<file path="src/hw/rtl/tsis_pkg.sv">
`timescale 1ns / 1ps
// ----------------------------------------------------------------------------
// tsis_pkg
// Shared types and constants for the insertion sorter and its cell chain.
// ----------------------------------------------------------------------------
package tsis_pkg;

  localparam int MAX_ITEMS_DEF = 16;
  localparam int VALUE_W       = 32;

  // One input transaction.
  typedef struct packed {
    logic signed [VALUE_W-1:0] value;
    logic                      is_last;
  } in_t;

  // One result transaction.
  typedef struct packed {
    logic signed [VALUE_W-1:0] sorted_value;
    logic                      end_of_run;
    logic                      overflow;
  } out_t;

  // Control broadcast to every cell of the chain.
  typedef struct packed {
    logic ins;    // insert the broadcast value this cycle
    logic drain;  // shift every cell one place toward the head
  } cell_ctl_t;

  typedef enum logic {
    ST_LOAD,
    ST_DRAIN
  } state_t;

endpackage

</file>
<file path="src/hw/rtl/tsis_cell.sv">
`timescale 1ns / 1ps
// ----------------------------------------------------------------------------
// tsis_cell
// One slot of the sorted chain: holds a value, compares it with the value
// being inserted and takes its left or right neighbor's value when told.
// ----------------------------------------------------------------------------
module tsis_cell #(
  parameter int IDX   = 0,
  parameter int CNT_W = 5
) (
  input  logic                                clk,
  input  tsis_pkg::cell_ctl_t                 ctl,
  input  logic [CNT_W-1:0]                    count,
  input  logic signed [tsis_pkg::VALUE_W-1:0] v,
  input  logic signed [tsis_pkg::VALUE_W-1:0] left_val,
  input  logic                                left_gt,
  input  logic signed [tsis_pkg::VALUE_W-1:0] right_val,
  output logic signed [tsis_pkg::VALUE_W-1:0] val,
  output logic                                gt
);
  import tsis_pkg::*;

  logic occupied;
  logic is_tail;

  assign occupied = CNT_W'(IDX) < count;
  assign is_tail  = CNT_W'(IDX) == count;
  // Strictly greater, so a new value lands after any equal ones.
  assign gt       = occupied && (val > v);

  always_ff @(posedge clk) begin
    if (ctl.drain) begin
      val <= right_val;
    end else if (ctl.ins && (gt || is_tail)) begin
      val <= left_gt ? left_val : v;
    end
  end

endmodule

</file>
<file path="src/hw/rtl/two_stack_insertion_sorter.sv">
`timescale 1ns / 1ps
// ----------------------------------------------------------------------------
// two_stack_insertion_sorter
// Batch sorter for signed 32-bit values built as a chain of insertion cells.
// ----------------------------------------------------------------------------
// Values are loaded one per clock cycle while busy is low: each accepted
// transaction that finds room is inserted into the chain in that same cycle.
// When the transaction marked is_last has been accepted, busy rises on the
// next cycle and the block emits the n stored values in ascending order, one
// per cycle with strobe high; the receiver cannot stall, so every result
// must be taken in the cycle it is shown. The load rate is set by the
// per-cell signed 32-bit compare against the broadcast value and the
// neighbor select behind it; the output rate by the one-place shift of the
// chain toward its head. Values arriving once MAX_ITEMS are stored are
// dropped and every result of that batch carries overflow. end_of_run marks
// the final result, after which busy falls and the block is empty again.
// ----------------------------------------------------------------------------
module two_stack_insertion_sorter #(
  parameter int MAX_ITEMS = tsis_pkg::MAX_ITEMS_DEF
) (
  input  logic           clk,
  input  logic           rst,
  input  logic           start,
  input  tsis_pkg::in_t  item,
  output logic           busy,
  output logic           strobe,
  output tsis_pkg::out_t result
);
  import tsis_pkg::*;

  // The count must be able to hold MAX_ITEMS itself.
  localparam int CNT_W = $clog2(MAX_ITEMS + 1);

  state_t           state;
  state_t           state_next;
  logic [CNT_W-1:0] count;
  logic             ovf;
  logic             accept;
  logic             room;
  cell_ctl_t        ctl;

  logic signed [VALUE_W-1:0] vals [MAX_ITEMS];
  logic                      gts  [MAX_ITEMS];

  assign accept = start && !busy;
  assign room   = count < CNT_W'(MAX_ITEMS);

  // Next-state logic: a load phase that ends with the last transaction of a
  // batch, and an output phase that ends when the final value leaves.
  always_comb begin
    state_next = state;
    case (state)
      ST_LOAD: begin
        if (accept && item.is_last) begin
          state_next = ST_DRAIN;
        end
      end
      ST_DRAIN: begin
        if (count == CNT_W'(1)) begin
          state_next = ST_LOAD;
        end
      end
      default: state_next = ST_LOAD;
    endcase
  end

  // Output logic for the state machine. Busy is low throughout the load
  // phase, so start alone marks an accepted transaction there.
  always_comb begin
    busy      = 1'b0;
    strobe    = 1'b0;
    ctl.ins   = 1'b0;
    ctl.drain = 1'b0;
    case (state)
      ST_LOAD: begin
        ctl.ins = start && room;
      end
      ST_DRAIN: begin
        busy      = 1'b1;
        strobe    = 1'b1;
        ctl.drain = 1'b1;
      end
      default: begin
        busy = 1'b1;
      end
    endcase
  end

  always_ff @(posedge clk) begin
    if (rst) begin
      state <= ST_LOAD;
      count <= '0;
      ovf   <= 1'b0;
    end else begin
      state <= state_next;
      if (ctl.ins) begin
        count <= count + CNT_W'(1);
      end else if (ctl.drain) begin
        count <= count - CNT_W'(1);
      end
      // A dropped value marks the whole batch; the flag clears as the
      // final result leaves.
      if (accept && !room) begin
        ovf <= 1'b1;
      end else if (ctl.drain && count == CNT_W'(1)) begin
        ovf <= 1'b0;
      end
    end
  end

  // The head cell always holds the smallest remaining value.
  assign result.sorted_value = vals[0];
  assign result.end_of_run   = count == CNT_W'(1);
  assign result.overflow     = ovf;

  // Chain of cells. On insert, every cell holding a value greater than the
  // broadcast one moves one place toward the tail, and the first such cell
  // (or the first empty cell) takes the new value. On drain, the chain
  // shifts one place toward the head.
  for (genvar i = 0; i < MAX_ITEMS; i++) begin : g_cell
    logic signed [VALUE_W-1:0] left_val;
    logic                      left_gt;
    logic signed [VALUE_W-1:0] right_val;

    if (i == 0) begin : g_head
      assign left_val = '0;
      assign left_gt  = 1'b0;
    end else begin : g_body
      assign left_val = vals[i-1];
      assign left_gt  = gts[i-1];
    end

    if (i == MAX_ITEMS - 1) begin : g_tail
      assign right_val = vals[i];
    end else begin : g_inner
      assign right_val = vals[i+1];
    end

    tsis_cell #(
      .IDX   (i),
      .CNT_W (CNT_W)
    ) u_cell (
      .clk       (clk),
      .ctl       (ctl),
      .count     (count),
      .v         (item.value),
      .left_val  (left_val),
      .left_gt   (left_gt),
      .right_val (right_val),
      .val       (vals[i]),
      .gt        (gts[i])
    );
  end

endmodule

</file>
<file path="config.mk">
export PLATFORM = sky130hd
export DESIGN_NAME = two_stack_insertion_sorter
export DESIGN_NICKNAME = d
export VERILOG_FILES = /design/src/hw/rtl/tsis_pkg.sv /design/src/hw/rtl/tsis_cell.sv /design/src/hw/rtl/two_stack_insertion_sorter.sv
export SDC_FILE = /design/constraint.sdc
export NUM_CORES = 2
export LEC_CHECK = 0
export BUFFER_PORTS_ARGS = -buffer_cell sky130_fd_sc_hd__buf_2
export CORE_MARGIN = 3
export CORE_UTILIZATION = 65
export DETAILED_ROUTE_END_ITERATION = 7
export PLACE_DENSITY = 0.85
export SLEW_MARGIN = 20
export SYNTH_ARGS = -nofsm -noshare
export SYNTH_HDL_FRONTEND = slang
export SYNTH_SLANG_ARGS = --single-unit
</file>
<file path="constraint.sdc">
create_clock -name clk -period 6 [get_ports clk]
set_input_delay 0.3 -clock clk [delete_from_list [all_inputs] [get_ports clk]]
set_output_delay 0.3 -clock clk [all_outputs]
set_load 0.05 [all_outputs]
</file>
# --- Yosys cells after proc, flatten, opt, wreduce, memory -nomap -nowiden ---
# Index checks and enable logic that the tools add are counted.
totals:
  latchBits: 0
  mem_bits_ro: 0
  input_bits: 36
  reg_bits: 519
  ram_bits: 0
  memories: 0
  wordCells: 200
classes:
  n_reduce_logical: 74
  shifts: 0
  muxes: 54
  add_sub_neg: 2
  n_mul: 0
  n_lt_le_gt_ge: 33
  n_eq_ne: 16
  n_div: 0
  bitwise: 2
ops:
  columns: ["operator", "count"]
  rows:
  - ["32-bit two-way mux", 45]
  - ["32-bit > comparator", 16]
  - ["4-bit by 5-bit equality test with 1-bit output (first input constant)", 8]
  - ["4-bit by 5-bit < comparator with 1-bit output (first input constant)", 8]
  - ["1-bit logical AND", 37]
  - ["2-bit nonzero test", 17]
  - ["3-bit by 5-bit equality test with 1-bit output (first input constant)", 4]
  - ["3-bit by 5-bit < comparator with 1-bit output (first input constant)", 4]
  - ["1-bit logical OR", 16]
  - ["2-bit by 5-bit equality test with 1-bit output (first input constant)", 2]
  - ["1-bit by 5-bit < comparator with 1-bit output (first input constant)", 2]
  - ["2-bit by 5-bit < comparator with 1-bit output (first input constant)", 2]
  - ["5-bit two-way mux", 2]
  - ["1-bit two-way mux", 6]
  - ["5-bit by 1-bit adder with 5-bit output (second input constant)", 1]
  - ["1-bit by 5-bit equality test with 1-bit output (first input constant)", 1]
  - ["5-bit by 1-bit equality test with 1-bit output (second input constant)", 1]
  - ["5-bit zero test", 1]
  - ["5-bit < comparator (second input constant)", 1]
  - ["5-bit by 1-bit subtractor with 5-bit output (second input constant)", 1]
  - ["1-bit zero test", 2]
  - ["1-bit inverter", 2]
  - ["1-bit case mux with 2 select lines", 1]
  - ["2-bit AND reduction", 1]

# --- Depth between registers and ports, before layout ---
depth:
  ltp_word: 6
  depth_mapped: 12
  depth_no_buf: 9

# --- Modules after synthesis ---
# A second synthesis with hierarchy kept.
hier_totals:
  cells_unflattened: 4256
  area_unflattened_um2: 40242.3
by_module_without_submodules:
  columns: ["module", "instances", "cells_each", "area_each_um2"]
  rows:
  - ["tsis_cell at g_cell[0].u_cell", 1, 269, 2546.2]
  - ["tsis_cell at g_cell[11].u_cell", 1, 268, 2534.9]
  - ["tsis_cell at g_cell[5].u_cell", 1, 264, 2502.4]
  - ["tsis_cell at g_cell[13].u_cell", 1, 266, 2496.1]
  - ["tsis_cell at g_cell[7].u_cell", 1, 260, 2493.6]
  - ["tsis_cell at g_cell[3].u_cell", 1, 265, 2486.1]
  - ["tsis_cell at g_cell[2].u_cell", 1, 264, 2483.6]
  - ["tsis_cell at g_cell[9].u_cell", 1, 261, 2478.6]
  - ["tsis_cell at g_cell[6].u_cell", 1, 261, 2476.1]
  - ["tsis_cell at g_cell[4].u_cell", 1, 260, 2474.9]
  - ["tsis_cell at g_cell[14].u_cell", 1, 264, 2473.6]
  - ["tsis_cell at g_cell[12].u_cell", 1, 260, 2471.1]
  - ["tsis_cell at g_cell[10].u_cell", 1, 264, 2468.6]
  - ["tsis_cell at g_cell[8].u_cell", 1, 261, 2468.6]
  - ["3 more rows", null, null, null]

# --- Least setup slack after synthesis ---
# No wires, ideal clock.
synth_timing:
  path_type: "input to register"
  startpoint: "input port item[32] in the netlist's numbering"
  endpoint: "register g_cell[13].u_cell.val[0] in the netlist's numbering (enable)"
  t_arrival_ns: 4.751
  stages: 9
  setup_slack_ns: 0.784
  setup_time_ns: 0.466
  required_ns: 5.534
  path_buffers: 2
  cell_sequence: "clkbuf_1 -> inv_1 -> ha_1 -> nand4_1 -> or4_1 -> a31oi_2 -> o31ai_2 -> clkbuf_1 -> o21ai_0"
synth_via:
  elab_chain_len: 5
synth_rtl:
  columns: ["element", "line_no", "rtl"]
  rows:
  - ["from (decl)", "two_stack_insertion_sorter.sv:24", "input tsis_pkg::in_t item,"]
  - ["32-bit > comparator", "tsis_cell.sv:29", "assign gt = occupied && (val > v);"]
  - ["1-bit logical AND", "tsis_cell.sv:29", null]
  - ["1-bit logical OR", "tsis_cell.sv:34", "end else if (ctl.ins && (gt || is_tail)) begin"]
  - ["1-bit logical AND", "tsis_cell.sv:34", null]
  - ["2-bit nonzero test (no source line)", null, null]
  - ["to (signal assigned)", "tsis_cell.sv:33", "val <= right_val;"]
  - ["to (signal assigned)", "tsis_cell.sv:35", "val <= left_gt ? left_val : v;"]
  - ["to (decl)", "tsis_cell.sv:18", "output logic signed [tsis_pkg::VALUE_W-1:0] val,"]
# Every way passes these cells.
# A chain may end at the register's enable or synchronous reset.

# --- Worst setup path in the final report ---
layout_timing:
  startpoint: "register g_cell[14].u_cell.val[31] in the netlist's numbering"
  endpoint: "register g_cell[14].u_cell.val[13] in the netlist's numbering (enable)"
layout_via:
  elab_chain_len: 5
layout_rtl:
  columns: ["element", "line_no"]
  rows:
  - ["from (decl)", "tsis_cell.sv:18"]
  - ["from (signal assigned)", "tsis_cell.sv:33"]
  - ["from (signal assigned)", "tsis_cell.sv:35"]
  - ["32-bit > comparator", "tsis_cell.sv:29"]
  - ["1-bit logical AND", "tsis_cell.sv:29"]
  - ["1-bit logical OR", "tsis_cell.sv:34"]
  - ["1-bit logical AND", "tsis_cell.sv:34"]
  - ["2-bit nonzero test (no source line)", null]
# Every way passes these cells.

==> impl_metrics.ini <==
[place]
half_perimeter_wire_length_of_the_detailed_placement_result_mm = 84.04
port_buffers = 71
gpl.final_weighted_congestion = 0.9790

[clock_network]
clock_latency_ps = 630
cts_buffer_count = 58
cts_tree = yes
clock_path_buffers = 3
clk_pin_slew_worst_paths_ps = 60
cts.sink_count = 519
cts_repair_resize_count = 0
cts-htree-levels = 2
post_cts_buffers = 0
cts_root_buf = sky130_fd_sc_hd__clkbuf_16

[floorplanning]
std_cell_rows = 89
die_outline_height_microns = 250.9
core_area_sq_um = 59130
initial_core_util_pct = 65.93
die_area_sq_um = 62960
die_w_microns = 250.9
num_io_pins = 72

[critical_path]
critical_path_peak_fanout = 132
setup.worst_path.end_class = flip-flop
critical-path-slowest-cell = sky130_fd_sc_hd__ha_4
worstRegToRegCells = 10
data_arrival_time_at_the_worst_slack_endpoint_ps = 4530
criticalPathCategory = reg -> reg
worst_path_largest_cell_delay_ps = 1000
worst_ep_required_time_ps = 6260
setup.worst_path.start_class = flip-flop
crit_top_cell = sky130_fd_sc_hd__buf_4
timing.critical_path.cells = ha_4, nand4_1, nor4_1, buf_4, o311a_1, a21oi_4, buf_4, o21ai_0, or3_1, buf_4

[sta]
relSlewSlack_pct = 26.61
report.final.hold_viol_count = 0
final_cycle_share_pct = 71.11
number_of_failing_setup_endpoints_in_the_final_timing_report = 0
final.min_clock_period_ps = 4266
timing_max_transition_violations_final = 0
worst_pin_slew_ps = 1101
grt_setup_unrepaired = false
final.setup_skew_ps = 24.47
timing.fmax_mhz = 234.4
setup_total_negative_slack_ps = 0

[route]
detail_route.vias_per_cell = 7.392
routed_wirelength_mm = 115.7
drt_drc_violations_left = 0
drt-wirelength-per-cell_microns = 25.46
route.antenna.remaining_nets = 0
dr.pass1.iters = 6
drt_first_iter_violations = 5250
dr_total_vias = 33600

[final_layout]
area.growth.synth_to_final_pct = 6.836
filler_cell_count = 4299
antenna_cells = 0
drive_above_1_share_pct = 7.158
design.final.nets = 4248

[synthesis]
synth-main-ff-cell = sky130_fd_sc_hd__edfxtp_1
synth_async_sr_flop_share_pct = 0
yosysWarnings = 0
synth.yosys.seq_area_share_pct = 39.79
syn_avg_cell_area_sq_um = 10.19
synth.cell_area_sq_um = 38990
number_of_unique_standard_cell_types_used_by_synthesis = 61
post_synth_inst_count = 3825
post_synth_net_total = 4346
ys_seq_elements = 519
synth_edf_count = 512

[status]
run_status = complete, no violations

[pwr]
static-leakage-power_nw = 15.03
switching_power_as_a_share_of_total_power_pct = 36.77
sequentialPowerShare_pct = 40.6
clock_power_share_pct = 26.1
powerDensity_nw_per_um2 = 321.3
power.net_switching_w = 0.004920
combPwrFrac_pct = 33.4
cell_internal_pwr_w = 0.008462
vdd_drop_max_mv = 0.2633
fin_total_pwr_w = 0.01338

[flow_run]
maxCapViolations = 0

[worst_hold_path]
whs_path_depth = 4
hold_class = in -> reg

[global_routing]
grt_start_max_net_pins = 192
grt_total_ovfl = 0
first_pass_grt_wire_length_mm = 177.5
grt_pass1_vias = 30780
grt_use_total_pct = 35.41
antenna_found_initial = 0
cells in the final DEF (no fill, tap or decap), types with 36 or more instances in the layout:
master	synthesis	final
sky130_fd_sc_hd__o21ai_0	320	319
sky130_fd_sc_hd__a32oi_1	161	161
sky130_fd_sc_hd__a221o_1	202	202
sky130_fd_sc_hd__buf_2	40	71
sky130_fd_sc_hd__nand4_1	143	143
sky130_fd_sc_hd__and2_1	36	36
sky130_fd_sc_hd__a21oi_1	252	248
sky130_fd_sc_hd__inv_1	57	57
sky130_fd_sc_hd__nand3_1	83	83
sky130_fd_sc_hd__clkbuf_16	0	59
sky130_fd_sc_hd__nor2_1	68	67
sky130_fd_sc_hd__edfxtp_1	512	512
sky130_fd_sc_hd__a22oi_1	99	99
sky130_fd_sc_hd__buf_4	3	76
sky130_fd_sc_hd__nand2b_1	75	75
sky130_fd_sc_hd__nor3b_1	157	157
sky130_fd_sc_hd__nor2b_1	302	297
sky130_fd_sc_hd__ha_1	485	484
sky130_fd_sc_hd__nand2_1	216	216
layout make-up:
cell class	instances	area, sq um	area share (%)
clock buffers	80	1595	3.830
flip-flops and latches	519	15520	37.26
well taps	773	967.2	2.322
inverters	57	214.0	0.5137
repair buffers	154	1036	2.487
clock inverters	25	193.9	0.4656
multi-input cells	2937	22130	53.12
worst paths after layout:
path	end	startpoint	slack, ps
setup / recovery	g_cell[14].u_cell.val[13]	g_cell[14].u_cell.val[31]	1730
hold / removal	ovf	start	170
setup reg to reg	g_cell[14].u_cell.val[13]	g_cell[14].u_cell.val[31]	1730
hold reg to reg	ovf	ovf	510
power groups by stage:
stage,logic [W],clock network (W),registers (W)
2_1_floorplan,0.00309,0,0.00539
4_1_cts,0.00436,0.00348,0.00539
6_report,0.00447,0.00349,0.00543
3_3_place_gp,0.00417,0,0.00545
5_1_grt,0.00486,0.00362,0.00547
3_5_place_dp,0.00432,0,0.00545
sequential cells by signal (all words and copies together), names as in the netlist:
| signal | cells |
|---|---|
| count | 5 |
| g_cell.u_cell.val | 512 |
| ovf | 1 |
| state | 1 |
metal layers:
layer	wire length (microns)	vias up	global-route usage, %
met5	0	-	0
met4	3679	0	11.45
met3	14710	252	5.918
met2	50840	2233	54.34
met1	46490	15990	51.62
li1	-	15120	-
cells by family after synthesis:
family          count (synthesis)  share of synthesized area [%]
compound gates               1244                          22.51
simple gates                 1204                          18.01
flops                         519                          39.79
fa+ha+maj                     485                          15.56
buf+inv                       369                          4.037
xor+xnor                        4                        0.08988
repair_timing:
item / in CTS / in global routing
hold endpoints to repair: 7 / 0
hold buffers: 3 / 0
setup endpoints to repair: 0 / 0
synthesized netlist by cell type, drive strengths merged (15+ instances only):
cell,n,area share [%]
a31oi,19,0.32
nor2,68,0.65
nand4,143,2.3
and2,37,0.59
inv,57,0.55
edfxtp,512,39
a22oi,99,1.9
o211ai,16,0.31
a21o,18,0.35
nand4b,32,0.72
a41oi,32,0.72
o2111ai,32,0.72
nor2b,302,4.8
nand3,83,1.1
or4,16,0.31
o21ai,322,4.1
nand2,216,2.1
nor4,18,0.29
a221o,202,5.2
a21oi,252,3.2
a32oi,161,3.6
nor3,24,0.31
o31ai,15,0.35
nand2b,75,1.2
nor3b,157,3.0
ha,485,16
buf,77,1.2
clkbuf,235,2.3
per-stage QoR:
stage,hold WS (ps),instances,utilization [%],setup WS (ps),area (sq um)
3_5_place_dp,497.9,4437,67.36,1306,39830
6_report,166.4,4545,70.44,1734,41650
2_1_floorplan,369.1,3825,-,783.6,38990
3_3_place_gp,480.7,4437,67.36,1417,39830
4_1_cts,151.2,4545,70.44,1731,41650
5_1_grt,235.5,4545,70.44,1434,41650
worst max-delay path: cells and delay by family (launching register included):
kind	cells	cell delay [ps]
buffers and inverters	3	950
AOI/OAI and AO/OA	3	520
adders and majority gates	1	1000
and+or+nand+nor	3	930
DFF	1	480
(Power assumes the default switching activity.)
